==> config.mk <==
export PLATFORM = sky130hd
export DESIGN_NAME = keypad_code_lock_controller_core
export DESIGN_NICKNAME = d
export VERILOG_FILES = /design/src/sv/kcl_pkg.sv /design/src/sv/kcl_step.sv /design/src/sv/keypad_code_lock_controller_core.sv
export SDC_FILE = /design/constraint.sdc
export NUM_CORES = 1
export LEC_CHECK = 0
export ABC_AREA = 1
export BUFFER_PORTS_ARGS = -buffer_cell sky130_fd_sc_hd__buf_2
export CAP_MARGIN = 20
export CELL_PAD_IN_SITES_DETAIL_PLACEMENT = 1
export CELL_PAD_IN_SITES_GLOBAL_PLACEMENT = 1
export CORE_MARGIN = 5
export CORE_UTILIZATION = 46
export DETAILED_ROUTE_END_ITERATION = 8
export GPL_TIMING_DRIVEN = 0
export PLACE_DENSITY_LB_ADDON = 0.1
export SLEW_MARGIN = 25
export SYNTH_ARGS = -nofsm -noshare
export SYNTH_HDL_FRONTEND = slang
export SYNTH_HIERARCHICAL = 1
export SYNTH_SLANG_ARGS = --single-unit
==> constraint.sdc <==
create_clock -name clk -period 2.8 [get_ports clk]
set_input_delay 0.14 -clock clk [delete_from_list [all_inputs] [get_ports clk]]
set_output_delay 0.14 -clock clk [all_outputs]
set_load 0.01 [all_outputs]
==> src/sv/kcl_pkg.sv <==
// Shared constants and types of the keypad code lock controller.
package kcl_pkg;

  // Default length of the access code in decimal digits.
  localparam int CODE_DIGITS_DEF = 6;

  // Number of BCD digits carried by the code field and shown on the entry output.
  localparam int BCD_DIGITS = 6;

  // Request kinds.
  localparam logic REQ_KEYPAD = 1'b0;
  localparam logic REQ_SENSOR = 1'b1;

  // Largest decimal digit key code and the key codes above the decimal digits.
  localparam logic [3:0] KEY_DIGIT_MAX = 4'd9;
  localparam logic [3:0] KEY_STAR      = 4'd10;
  localparam logic [3:0] KEY_HASH      = 4'd11;

  typedef enum logic [2:0] {
    EV_NONE     = 3'd0,
    EV_DIGIT    = 3'd1,
    EV_DELETED  = 3'd2,
    EV_GRANTED  = 3'd3,
    EV_WRONG    = 3'd4,
    EV_RELOCKED = 3'd5,
    EV_OPEN     = 3'd6
  } kcl_event_t;

  // Lock and door flags travel together between the state registers and the step logic.
  typedef struct packed {
    logic locked;
    logic door_open;
  } kcl_flags_t;

endpackage

==> src/sv/kcl_step.sv <==
// Next-state and event logic for one keypad or sensor beat.
module kcl_step #(
  parameter int CODE_DIGITS = kcl_pkg::CODE_DIGITS_DEF
) (
  input  logic                                  req_type,
  input  logic [3:0]                            key_code,
  input  logic [23:0]                           valid_code,
  input  logic                                  presence,
  input  kcl_pkg::kcl_flags_t                   flags_cur,
  input  logic [$clog2(CODE_DIGITS + 1) - 1:0]  count_cur,
  input  logic [CODE_DIGITS * 4 - 1:0]          digits_cur,
  output kcl_pkg::kcl_flags_t                   flags_nxt,
  output logic [$clog2(CODE_DIGITS + 1) - 1:0]  count_nxt,
  output logic [CODE_DIGITS * 4 - 1:0]          digits_nxt,
  output kcl_pkg::kcl_event_t                   event_nxt
);
  import kcl_pkg::*;

  localparam int CNT_W = $clog2(CODE_DIGITS + 1);
  localparam int DIG_W = CODE_DIGITS * 4;
  localparam int PAD_W = ((CODE_DIGITS > BCD_DIGITS) ? CODE_DIGITS : BCD_DIGITS) * 4;
  localparam logic [CNT_W-1:0] FULL = CNT_W'(CODE_DIGITS);

  logic [PAD_W-1:0] code_pad;
  logic             code_match;

  // Digits are kept newest-first, so position p lines up with code nibble p.
  // Nibbles above the code field read as zero.
  assign code_pad   = PAD_W'(valid_code);
  assign code_match = (count_cur == FULL) && (digits_cur == code_pad[DIG_W-1:0]);

  always_comb begin
    flags_nxt  = flags_cur;
    count_nxt  = count_cur;
    digits_nxt = digits_cur;
    event_nxt  = EV_NONE;
    if (req_type == REQ_KEYPAD) begin
      case (key_code)
        KEY_STAR: begin
          if (count_cur != '0) begin
            count_nxt  = count_cur - CNT_W'(1);
            digits_nxt = digits_cur >> 4;
            event_nxt  = EV_DELETED;
          end
        end
        KEY_HASH: begin
          if (flags_cur.locked) begin
            if (code_match) begin
              flags_nxt.locked = 1'b0;
              event_nxt        = EV_GRANTED;
            end else begin
              event_nxt = EV_WRONG;
            end
          end else begin
            flags_nxt.locked    = 1'b1;
            flags_nxt.door_open = 1'b0;
            event_nxt           = EV_RELOCKED;
          end
          count_nxt  = '0;
          digits_nxt = '0;
        end
        default: begin
          if ((key_code inside {[4'd0:KEY_DIGIT_MAX]}) && flags_cur.locked &&
              (count_cur < FULL)) begin
            count_nxt  = count_cur + CNT_W'(1);
            digits_nxt = DIG_W'(digits_cur << 4) | DIG_W'(key_code);
            event_nxt  = EV_DIGIT;
          end
        end
      endcase
    end else begin
      if (presence && !flags_cur.locked && !flags_cur.door_open) begin
        flags_nxt.door_open = 1'b1;
        event_nxt           = EV_OPEN;
      end
    end
  end

endmodule

==> src/sv/keypad_code_lock_controller_core.sv <==
// Top level of the keypad code lock controller: input register, step logic, result register.
//
// Each input beat is either a keypad press or a presence-sensor sample and carries the
// currently valid code in BCD, most significant digit first. The block keeps a lock flag,
// a door flag and an entry buffer of up to CODE_DIGITS digits. While locked and not full,
// a digit key appends to the buffer; star deletes the last digit; hash while locked compares
// a full buffer with the code, unlocks on a match and always clears the buffer; hash while
// unlocked relocks, closes the door and clears the buffer. A sensor sample showing presence
// while unlocked and closed opens the door. Every input beat produces exactly one result
// beat reporting the event, both flags, the digit count and the last six entered digits
// right aligned in BCD. An accepted input beat waits in the input register until the result
// register is free; the state update and the result register load then happen together.
// Throughput is one beat per cycle while out_stall does not hold the result; the only limit
// is the lock/door/buffer state, which is updated together with the result register load so
// the next beat in the input register sees it at once. The result register frees itself in
// the same cycle it is taken, so in_stall is raised only while a beat waits in the input
// register and out_stall holds the result.
module keypad_code_lock_controller_core #(
  parameter int CODE_DIGITS = kcl_pkg::CODE_DIGITS_DEF
) (
  input  logic        clk,
  input  logic        rst_n,
  input  logic        in_valid,
  output logic        in_stall,
  input  logic        in_req_type,
  input  logic [3:0]  in_key_code,
  input  logic [23:0] in_valid_code,
  input  logic        in_presence,
  output logic        out_valid,
  input  logic        out_stall,
  output logic [2:0]  out_event_res,
  output logic        out_locked_now,
  output logic        out_door_now,
  output logic [2:0]  out_entry_count,
  output logic [23:0] out_entry_value
);
  import kcl_pkg::*;

  localparam int CNT_W = $clog2(CODE_DIGITS + 1);
  localparam int DIG_W = CODE_DIGITS * 4;
  localparam int PAD_W = ((CODE_DIGITS > BCD_DIGITS) ? CODE_DIGITS : BCD_DIGITS) * 4;
  localparam logic [CNT_W-1:0] FULL = CNT_W'(CODE_DIGITS);

  // Input register.
  logic        s1_valid_r;
  logic        s1_req_type_r;
  logic [3:0]  s1_key_code_r;
  logic [23:0] s1_valid_code_r;
  logic        s1_presence_r;

  // Lock state.
  kcl_flags_t       flags_r;
  kcl_flags_t       flags_nxt;
  logic [CNT_W-1:0] count_r;
  logic [CNT_W-1:0] count_nxt;
  logic [DIG_W-1:0] digits_r;
  logic [DIG_W-1:0] digits_nxt;
  kcl_event_t       event_nxt;

  // Result register.
  logic             out_valid_r;
  kcl_event_t       out_event_r;
  kcl_flags_t       out_flags_r;
  logic [2:0]       out_count_r;
  logic [23:0]      out_value_r;

  logic             out_free;
  logic             step_fire;
  logic             s1_load;
  logic [CNT_W+2:0] count_ext;
  logic [PAD_W-1:0] digits_pad;

  // The result register can take a new beat when empty or when its beat leaves now.
  assign out_free  = !out_valid_r || !out_stall;
  assign step_fire = s1_valid_r && out_free;
  assign in_stall  = s1_valid_r && !out_free;
  assign s1_load   = in_valid && !in_stall;

  kcl_step #(
    .CODE_DIGITS (CODE_DIGITS)
  ) u_step (
    .req_type   (s1_req_type_r),
    .key_code   (s1_key_code_r),
    .valid_code (s1_valid_code_r),
    .presence   (s1_presence_r),
    .flags_cur  (flags_r),
    .count_cur  (count_r),
    .digits_cur (digits_r),
    .flags_nxt  (flags_nxt),
    .count_nxt  (count_nxt),
    .digits_nxt (digits_nxt),
    .event_nxt  (event_nxt)
  );

  // The buffer is newest-first with vacated slots zero, so the low six nibbles are
  // already the last six digits, right aligned.
  assign count_ext  = (CNT_W + 3)'(count_nxt);
  assign digits_pad = PAD_W'(digits_nxt);

  always_ff @(posedge clk) begin
    if (!rst_n) begin
      s1_valid_r <= 1'b0;
    end else if (s1_load) begin
      s1_valid_r <= 1'b1;
    end else if (step_fire) begin
      s1_valid_r <= 1'b0;
    end
    if (s1_load) begin
      s1_req_type_r   <= in_req_type;
      s1_key_code_r   <= in_key_code;
      s1_valid_code_r <= in_valid_code;
      s1_presence_r   <= in_presence;
    end
  end

  always_ff @(posedge clk) begin
    if (!rst_n) begin
      flags_r  <= '{locked: 1'b1, door_open: 1'b0};
      count_r  <= '0;
      digits_r <= '0;
    end else if (step_fire) begin
      flags_r  <= flags_nxt;
      count_r  <= count_nxt;
      digits_r <= digits_nxt;
    end
  end

  always_ff @(posedge clk) begin
    if (!rst_n) begin
      out_valid_r <= 1'b0;
    end else if (step_fire) begin
      out_valid_r <= 1'b1;
    end else if (!out_stall) begin
      out_valid_r <= 1'b0;
    end
    if (step_fire) begin
      out_event_r <= event_nxt;
      out_flags_r <= flags_nxt;
      out_count_r <= count_ext[2:0];
      out_value_r <= digits_pad[23:0];
    end
  end

  assign out_valid       = out_valid_r;
  assign out_event_res   = out_event_r;
  assign out_locked_now  = out_flags_r.locked;
  assign out_door_now    = out_flags_r.door_open;
  assign out_entry_count = out_count_r;
  assign out_entry_value = out_value_r;

  // The digit count never runs past the code length.
  a_count_bound: assert property (@(posedge clk) disable iff (!rst_n)
    count_r <= FULL)
    else $error("entry count exceeds code length");

  // The door is only ever open while unlocked.
  a_door_unlocked: assert property (@(posedge clk) disable iff (!rst_n)
    flags_r.door_open |-> !flags_r.locked)
    else $error("door open while locked");

  // Input is held off only while a beat waits in the input register.
  a_stall_cause: assert property (@(posedge clk) disable iff (!rst_n)
    in_stall |-> s1_valid_r)
    else $error("input stalled with empty input register");

  // A grant leaves the block unlocked with an empty buffer.
  a_grant_result: assert property (@(posedge clk) disable iff (!rst_n)
    (out_valid_r && out_event_r == EV_GRANTED) |-> (!out_flags_r.locked && out_count_r == 3'd0))
    else $error("grant result inconsistent");

  // A state update always loads the result register on the next edge.
  a_fire_loads: assert property (@(posedge clk) disable iff (!rst_n)
    step_fire |=> out_valid_r)
    else $error("result lost after state update");

endmodule
=== Word level (Yosys, flattened, before mapping) ===
Index checks and enable logic that the tools add are counted.

* Word-level logic and storage cells: 70
* Register bits after elaboration: 93
* Output and inout bits: 34

* Mux-type cells: 26
* Reduce and logical (&&, ||, !) cells: 18
* Equality and inequality tests: 5
* $lt $le $gt $ge: 3
* Add/subtract/negate cells: 2
* Bitwise operators: 1

{| class="wikitable"
|+ Operators with widths
! kind !! count
|-
| 2-to-1 mux 24 bit || 3
|-
| one-hot mux 24 bit (2 select lines) || 1
|-
| equality test 24 bit || 1
|-
| bitwise OR 24 x 4 -> 24 bit || 1
|-
| 2-to-1 mux 3 bit || 7
|-
| one-hot mux 3 bit (2 select lines) || 2
|-
| 2-to-1 mux 1 bit || 11
|-
| logical AND 1 bit || 9
|-
| equality test 4 bit, second input constant || 2
|-
| logical NOT 1 bit || 6
|-
| >= comparator 4 x 1 -> 1 bit, second input constant || 1
|-
| <= comparator 4 bit, second input constant || 1
|-
| 2-to-1 mux 2 bit || 2
|-
| adder 3 x 1 -> 3 bit, second input constant || 1
|-
| equality test 3 bit, second input constant || 1
|-
| less-than comparator 3 bit, second input constant || 1
|-
| nonzero test 3 bit || 1
|-
| subtractor 3 x 1 -> 3 bit, second input constant || 1
|-
| inequality test 2 x 1 -> 1 bit, second input constant || 1
|-
| nonzero test 2 bit || 1
|-
| logical OR 1 bit || 1
|}

=== Longest topological paths before layout ===
Gate-level depths: netlist (run 1).

* Depth in word-level cells: 7
* Gate-level depth with buffers: 13

=== Hierarchy ===
The synthesis (run 1) kept the hierarchy.

{| class="wikitable"
|+ By module, submodules not included
! module !! seq. area each (µm²) !! cells each !! instances !! area an instance (µm²)
|-
| keypad_code_lock_controller_core || 2482.4 || 263 || 1 || 3238.1
|-
| kcl_step || 0.0 || 245 || 1 || 1298.7
|}

=== Least setup slack after synthesis (run 1) ===
OpenSTA, ideal clock, no wires.

* Path type: flip-flop to flip-flop
* From: register count_r[1]
* To: register count_r[0]
* Setup time: 0.115 ns
* Path slack: 1.080 ns
* Arrival time: 1.605 ns
* Data required time: 2.685 ns
* Period minus slack after synthesis: 1.720 ns
* Path buffers: 2
* Stages on the path, launching flop included: 14
* Path through: dfxtp_1 inv_1 ha_1 nand2_1 inv_2 a211oi_2 or2_1 buf_6 buf_6 mux2i_4 inv_1 nand3_1 nand2_1 nor2_1

* Longest elaborated chain between the ends: 5
* Elaborated cells on any way between the ends: 7

{| class="wikitable"
|+ RTL lines
! item !! line !! text
|-
| from (decl) || keypad_code_lock_controller_core.sv:54 || <nowiki>logic [CNT_W-1:0] count_r;</nowiki>
|-
| from (signal assigned) || keypad_code_lock_controller_core.sv:123 || <nowiki>count_r <= count_nxt;</nowiki>
|-
| less-than comparator 3 bit || kcl_step.sv:64 || <nowiki>(count_cur < FULL)) begin</nowiki>
|-
| logical AND 1 bit || kcl_step.sv:63 || <nowiki>if ((key_code inside {[4'd0:KEY_DIGIT_MAX]}) && flags_cur.locked &&</nowiki>
|-
| 2-to-1 mux 3 bit || kcl_step.sv:63 ||
|-
| one-hot mux 3 bit (2 select lines) * || kcl_step.sv:38 || <nowiki>case (key_code)</nowiki>
|-
| 2-to-1 mux 3 bit * || kcl_step.sv:37 || <nowiki>if (req_type == REQ_KEYPAD) begin</nowiki>
|-
| named net count_nxt[0] || keypad_code_lock_controller_core.sv:55 || <nowiki>logic [CNT_W-1:0] count_nxt;</nowiki>
|}

The timed path passes the listed nets; every way through them passes the cells marked *.
A chain may end at the register's enable or synchronous reset.

=== Final worst setup path (run 1) ===
Same ends and word-level chain as after synthesis.

==> flow_summary.yaml, run 1 <==
setup_path:
  worst_path_largest_cell_delay_ns: 0.43
  crit_path_end_kind: "flop"
  worst_r2r_path_depth: 12
  worst-r2r-setup-slack_ns: 0.62
  critical_path.max_fanout: 10
  path_cells: "inv_1 > ha_1 > nand2_1 > inv_2 > nor3_2 > buf_4 > o21ai_1 > mux2i_4 > inv_1 > nand3_1 > nand2_1 > nor2_1"
  cp-endpoint: "count_r[0]"
  worstPathBufferInverterCount: 4
  slowest_library_cell_on_the_worst_path: "sky130_fd_sc_hd__dfxtp_1"
  timing.critical_path.from: "count_r[1]"
  cp_top_family: "simple AND/OR/NAND/NOR gates"
  crit_path_start_kind: "flop"
  regToRegStartpoint: "count_r[1]"
  worstSetupPathDepth: 12
  worstPathArrival_ns: 2.47
  cp.required_ns: 3.10
  rr_endpoint: "count_r[0]"
  criticalPathCategory: "reg -> reg"
synth:
  yosys.area.top_type_share_pct: 41.0
  leading_cell_types_by_count_after_synthesis: "sky130_fd_sc_hd__nand2_1, sky130_fd_sc_hd__inv_1, sky130_fd_sc_hd__edfxtp_1, sky130_fd_sc_hd__nor2_1, sky130_fd_sc_hd__nand3_1"
  synth_seq_area_share_pct: 54.7
  synth-edff-count: 62
  synthXorXnorAreaFrac_pct: 0.386
  syn_nets: 546
  netlist_top_cells_area: "sky130_fd_sc_hd__edfxtp_1, sky130_fd_sc_hd__dfxtp_1, sky130_fd_sc_hd__nand2_1, sky130_fd_sc_hd__inv_1, sky130_fd_sc_hd__nand3_1"
  synth_area_in_compound_gates_pct: 13.5
  netlist_instances: 508
  post_synth.cell_area_avg_sq_um: 8.93
  synth_mux_area_share_pct: 0.717
  yosysMostFrequentCell: "sky130_fd_sc_hd__nand2_1"
  synth_async_sr_flop_share_pct: 0
  synth_seq_cells: 93
  mappedNetlistArea_sq_mm: 0.00454
  ys_warn_count: 6
  synth_top_family_by_area: "simple AND/OR/NAND/NOR gates"
  yosys.cell_types.count: 34
  synth_top_cell_by_area: "sky130_fd_sc_hd__edfxtp_1"
  synth-adder-area-share_pct: 1.10
  simple_gate_share_of_the_synthesized_area_pct: 18.0
  yosys_most_used_dff: "sky130_fd_sc_hd__edfxtp_1"
sta:
  relSlewSlack_pct: 49.8
  slew_viol_final: 0
  timing.clock.skew_ns: 0.0108
  fin_crit_ns: 2.18
  final_hold_viol_count: 0
  timing.final.setup_violations: 0
  whs_ns: 0.0410
  clock.fmax_mhz: 460
  post_route_fraction_of_the_period_consumed_by_the_critical_path_pct: 77.7
  grt_setup_unrepaired: "false"
  slew_at_the_pin_closest_to_its_max_slew_limit_ns: 0.752
  fin_setup_tns_ns: 0
run:
  max-cap-violations: 0
grt:
  globalRoute.busiestLayer: "met2"
  grt_resource_usage_total_pct: 23.9
  gr-usage-met2_pct: 41.6
  met1_capacity_usage_during_global_routing_pct: 30.6
  maximum_number_of_pins_on_one_net_before_global_route_repair: 33
  met3_usage_pct: 4.35
  number_of_global_route_vias_before_repair: 4051
  grt_pass1_wl_mm: 21.3
  grt_ovf: 0
  grt_antenna_before_repair: 0
clocking:
  cts.repair.resized: 0
  clk_root_buffer_cell: "sky130_fd_sc_hd__clkbuf_8"
  post-cts-setup-buffer-count: 0
  worst_skew_pair.late_latency_ns: 0.37
  cts_inserted_buffers: 9
  number_of_buffers_added_to_fix_hold_violations_after_cts: 30
  cts_tree: "done"
  cts-root-to-sink-buffers: 2
  cts_sinks: 93
  cts_max_level: 3
  clk_pin_slew_ns: 0.09
power:
  p_switching_uw: 823
  power_frac_clock_pct: 29.3
  switching_share_pct: 27.7
  pwr-share-seq_pct: 54.5
  intPower_uw: 2150
  power.density_cell_area_mw_per_mm2: 539
  combPwrFrac_pct: 16.2
  power_leakage_uw: 0.00239
  worst_ir_drop_vdd_uv: 236
die:
  die_ar_sq_mm: 0.0119
  row_count: 36
  die_y_um: 109
  fp.coreArea_sq_mm: 0.00968
  die_width_um: 109
  start_util_pct: 46.8
  ioPinCount: 68
route:
  average_routed_wire_per_standard_cell_um: 17.6
  first_pass_iters: 5
  drt_iter0_drc: 185
  route.detailed.vias_per_inst: 5.12
  drt-total-wl_mm: 13.3
  route.detailed.drc: 0
  via_count: 3854
  detail-route-antenna-nets: 0
cells_and_area:
  fin_cells: 753
  antenna_cells: 0
  final_layout_size_suffix_gt1_share_pct: 21.1
  syn_to_final_growth_pct: 21.6
  layout.cell_area.non_filler_sq_mm: 0.00552
  finalNetCount: 653
  layout.core_utilization_pct: 57.0
hold_path:
  worstHoldPathType: "in -> reg"
placement:
  post-dp-hpwl_mm: 9.28
  io_buffer_count: 66
  gp_congestion: 0.866
  place_area_sq_mm: 0.00503
  numPlacedInstances: 707
run_status:
  status: "finished, final reports clean"
-- logic make-up after synthesis --
kind of cell    Yosys count
compound gates           87
fa+ha+maj                 4
buf+inv                 120
simple gates            200
flops                    93
mux                       2
xor+xnor                  2
-- layout make-up --
cell class,count,area [sq um]
buffer,26,173
multi-input combinational,295,1530
tap,133,166
timing repair buffer,96,631
inverter,94,353
sequential,93,2480
clock buffer,10,128
clock inverter,6,53.8
fill,1166,4170
-- worst reg2reg max path, cell delays in order (launching register included) --
cell and delay [ns]:
sky130_fd_sc_hd__dfxtp_1 0.43, sky130_fd_sc_hd__inv_1 0.12, sky130_fd_sc_hd__ha_1 0.20, sky130_fd_sc_hd__nand2_1 0.08, sky130_fd_sc_hd__inv_2 0.05, sky130_fd_sc_hd__nor3_2 0.28
sky130_fd_sc_hd__buf_4 0.26, sky130_fd_sc_hd__o21ai_1 0.14, sky130_fd_sc_hd__mux2i_4 0.22, sky130_fd_sc_hd__inv_1 0.07, sky130_fd_sc_hd__nand3_1 0.09, sky130_fd_sc_hd__nand2_1 0.07
sky130_fd_sc_hd__nor2_1 0.13
-- cells in the final DEF (no fill, tap or decap), types with 2 or more instances in the layout --
master / count
sky130_fd_sc_hd__dfxtp_1: 31
sky130_fd_sc_hd__buf_6: 7
sky130_fd_sc_hd__nor2_1: 43
sky130_fd_sc_hd__nand3_1: 35
sky130_fd_sc_hd__clkbuf_1: 6
sky130_fd_sc_hd__dlygate4sd3_1: 30
sky130_fd_sc_hd__edfxtp_1: 62
sky130_fd_sc_hd__nand2_1: 115
sky130_fd_sc_hd__a32oi_1: 18
sky130_fd_sc_hd__buf_2: 78
sky130_fd_sc_hd__a21oi_1: 33
sky130_fd_sc_hd__ha_1: 4
sky130_fd_sc_hd__o21ai_0: 8
sky130_fd_sc_hd__buf_4: 2
sky130_fd_sc_hd__clkinv_2: 4
sky130_fd_sc_hd__o21ai_1: 5
sky130_fd_sc_hd__clkbuf_8: 9
sky130_fd_sc_hd__inv_2: 5
sky130_fd_sc_hd__inv_1: 89
sky130_fd_sc_hd__o22ai_2: 5
sky130_fd_sc_hd__o21ai_2: 13
-- registers in the layout, summed over array words and instances (netlist names) --
register / flops
s1_valid_code_r: 24
s1_key_code_r: 4
out_event_res: 3
s1_req_type_r: 1
s1_presence_r: 1
out_door_now: 1
out_valid: 1
flags_r: 2
out_entry_count: 3
out_locked_now: 1
s1_valid_r: 1
out_entry_value: 24
digits_r: 24
count_r: 3
-- how the worst min path moves through the flow --
stage                                start                  to  slack (ns)  cells past startpoint
after floorplan             in_key_code[0]    s1_key_code_r[0]        0.24                      0
after global placement    in_valid_code[8]  s1_valid_code_r[8]        0.32                      1
after detailed placement  in_valid_code[1]  s1_valid_code_r[1]        0.32                      1
after CTS                         in_valid          s1_valid_r        0.03                      3
after global routing              in_valid          s1_valid_r        0.05                      3
final                             in_valid          s1_valid_r        0.04                      3
-- per-layer routing --
metal  part of all wire (%)  up-vias
met5                      0        -
met3                    4.5       12
met1                     44     1885
met2                     51       86
li1                       -     1871
met4                    1.1        0
-- power by group through the flow --
| stage | sequential (uW) | clock, uW | combinational [uW] |
|---|---|---|---|
| final | 1620 | 871 | 482 |
| after CTS | 1620 | 899 | 481 |
| after global placement | 1650 | 0 | 425 |
| after floorplan | 1650 | 0 | 283 |
| after detailed placement | 1650 | 0 | 444 |
| after global routing | 1630 | 957 | 534 |
-- stage by stage --
step                worst slack, ns  power [uW]
floorplan                      1.08        1930
global placement              0.662        2080
detailed placement            0.675        2100
CTS                           0.638        3000
global route                  0.456        3120
finish                        0.624        2970
No activity file was read; power rests on OpenSTA's default activity.
==> inputs of run 2 (changes only) <==
CORE_UTILIZATION = 43   (was 46)
clock period = 2.1 ns   (was 2.8 ns; I/O delays follow)
==> run 2 against run 1 <==
Non-clock buffer count is 1 higher. Clock skew is 0.00081 ns higher. Maximum frequency is 8.4% higher. Count of clock-buffer cells in the layout is 3 higher. Critical path depth is 3 lower. Sequential cell count stayed put. Die area is 6.3% higher. Hold slack better by 0.041 ns. First-iteration DRC count is 23% higher. Clock power is 27% higher. Register-to-register slack worse by 0.53 ns. Sequential power is 33% higher. Critical path type unchanged. Critical endpoint is now digits_r[6].
==> flow_summary.yaml, run 2 (synthesis results as in run 1) <==
sta:
  slew_at_the_pin_closest_to_its_max_slew_limit_ns: 0.769
  timing.final.setup_violations: 0
  timing.clock.skew_ns: 0.0116
  clock.fmax_mhz: 498
  fin_setup_tns_ns: 0
  grt_setup_unrepaired: "false"
  relSlewSlack_pct: 48.6
  setup_slack_ns: 0.0924
  final_hold_viol_count: 0
  post_route_fraction_of_the_period_consumed_by_the_critical_path_pct: 95.6
  slew_viol_final: 0
  fin_crit_ns: 2.01
die:
  die_ar_sq_mm: 0.0127
  die_width_um: 113
  fp.coreArea_sq_mm: 0.0103
  row_count: 37
  die_y_um: 113
  ioPinCount: 68
  start_util_pct: 43.9
setup_path:
  timing.critical_path.from: "s1_req_type_r"
  cp.required_ns: 2.42
  critical_path.max_fanout: 10
  regToRegStartpoint: "s1_req_type_r"
  rr_endpoint: "digits_r[6]"
  crit_path_start_kind: "flop"
  criticalPathCategory: "reg -> reg"
  worst-r2r-setup-slack_ns: 0.09
  crit_path_end_kind: "flop"
  worst_r2r_path_depth: 9
  worstPathArrival_ns: 2.33
power:
  power_frac_clock_pct: 28.3
  switching_share_pct: 28.0
  combPwrFrac_pct: 16.8
  power_leakage_uw: 0.00240
  pwr-share-seq_pct: 54.9
  power.density_cell_area_mw_per_mm2: 705
  p_switching_uw: 1100
  worst_ir_drop_vdd_uv: 460
  intPower_uw: 2830
placement:
  place_area_sq_mm: 0.00504
  io_buffer_count: 66
  numPlacedInstances: 710
  gp_congestion: 0.853
  post-dp-hpwl_mm: 9.40
  dp_slack_ns: 0.00877
hold_path:
  worstHoldStart: "out_stall"
  worstHoldPathType: "in -> reg"
  holdPathEnd: "s1_valid_r"
  hold_depth: 3
run:
  max-cap-violations: 0
run_status:
  status: "finished, final reports clean"
clocking:
  cts_inserted_buffers: 9
  post-cts-setup-buffer-count: 0
  cts-root-to-sink-buffers: 2
  clk_pin_slew_ns: 0.09
  cts_max_level: 3
  worst_skew_pair.late_latency_ns: 0.38
  cts_sinks: 93
  clk_root_buffer_cell: "sky130_fd_sc_hd__clkbuf_8"
  cts_tree: "done"
cells_and_area:
  finalNetCount: 654
  final_layout_size_suffix_gt1_share_pct: 22.2
  most_common_cell_after_layout_fill_and_taps_aside: "sky130_fd_sc_hd__nand2_1"
  fin_cells: 757
  commonest_non_fill_non_tap_cells_in_the_layout: "sky130_fd_sc_hd__nand2_1, sky130_fd_sc_hd__inv_1, sky130_fd_sc_hd__buf_2"
  layout.cell_area.non_filler_sq_mm: 0.00558
  layout.core_utilization_pct: 54.1
  antenna_cells: 0
  syn_to_final_growth_pct: 23.0
grt:
  maximum_number_of_pins_on_one_net_before_global_route_repair: 33
  grt_pass1_wl_mm: 21.6
  number_of_global_route_vias_before_repair: 4133
  grt_resource_usage_total_pct: 22.1
  grt_ovf: 0
  grt_antenna_before_repair: 0
route:
  detail-route-antenna-nets: 0
  drt_iter0_drc: 227
  first_pass_iters: 4
  via_count: 3850
  route.detailed.vias_per_inst: 5.09
  drt-total-wl_mm: 13.5
  average_routed_wire_per_standard_cell_um: 17.8
  route.detailed.drc: 0
==> run 2: cell count changes in the layout (fill, tap and decap cells not counted), sizes merged <==
| cell | before | now |
|---|---|---|
| clkbuf | 15 | 20 |
| buf | 87 | 85 |
| clkinvlp | 0 | 1 |
| dlygate4sd3 | 30 | 31 |
| inv | 94 | 95 |
| bufinv | 1 | 0 |
| clkinv | 5 | 1 |
==> run 2: worst max-delay path, cell delays in order, from the launching register on <==
cell                       delay [ns]
sky130_fd_sc_hd__edfxtp_1        0.38
sky130_fd_sc_hd__buf_4           0.19
sky130_fd_sc_hd__inv_1           0.15
sky130_fd_sc_hd__clkbuf_1        0.51
sky130_fd_sc_hd__a32oi_1         0.20
sky130_fd_sc_hd__o21ai_1         0.18
sky130_fd_sc_hd__inv_1           0.08
sky130_fd_sc_hd__nand3_1         0.10
sky130_fd_sc_hd__nand2_1         0.06
sky130_fd_sc_hd__nor2_1          0.10
==> run 2: power by group through the flow <==
stage	logic [uW]	registers, uW	clock network, uW
floorplan	378	2200	0
global placement	570	2200	0
detailed placement	596	2200	0
CTS	643	2160	1160
global route	730	2180	1230
finish	659	2160	1110
==> run 2: timing repair <==
item,4_1_cts,5_1_grt
setup endpoints to repair,4,50
gates resized for setup,0,21
hold buffers,31,0
pin swaps,0,1
endpoints found under the hold margin,31,0
==> run 2: layout make-up <==
type / count / area (sq um)
Sequential cell: 93 / 2490
Multi-Input combinational cell: 295 / 1550
Fill cell: 1244 / 4740
Inverter: 94 / 355
Clock buffer: 13 / 159
Buffer: 26 / 196
Clock inverter: 3 / 18.8
Tap cell: 136 / 170
Timing Repair Buffer: 97 / 641
==> run 2: through the flow <==
| step | hold slack [ns] | total power [uW] |
|---|---|---|
| after global routing | 0.0664 | 4140 |
| after global placement | 0.281 | 2770 |
| final | 0.0816 | 3930 |
| after CTS | 0.0423 | 3960 |
| after detailed placement | 0.283 | 2800 |
| after floorplan | 0.204 | 2570 |
==> run 2: worst max path at each step <==
stage | to | slack (ns)
after CTS | digits_r[6] | -0.02
final | digits_r[6] | 0.09
after floorplan | count_r[0] | 0.38
after global routing | digits_r[14] | 0.007
after detailed placement | digits_r[13] | 0.009
after global placement | out_entry_value[8] | -0.04
==> run 2: per-layer routing <==
layer  up-vias  track usage, %  part of all wire (%)  routed length (um)
met3        17            5.19                   4.3                 573
met1      1877            27.2                    43                5860
met4         0            6.25                   1.6                 217
li1       1871               -                     -                   -
met2        85            38.9                    51                6820
met5         -               0                     0                   0
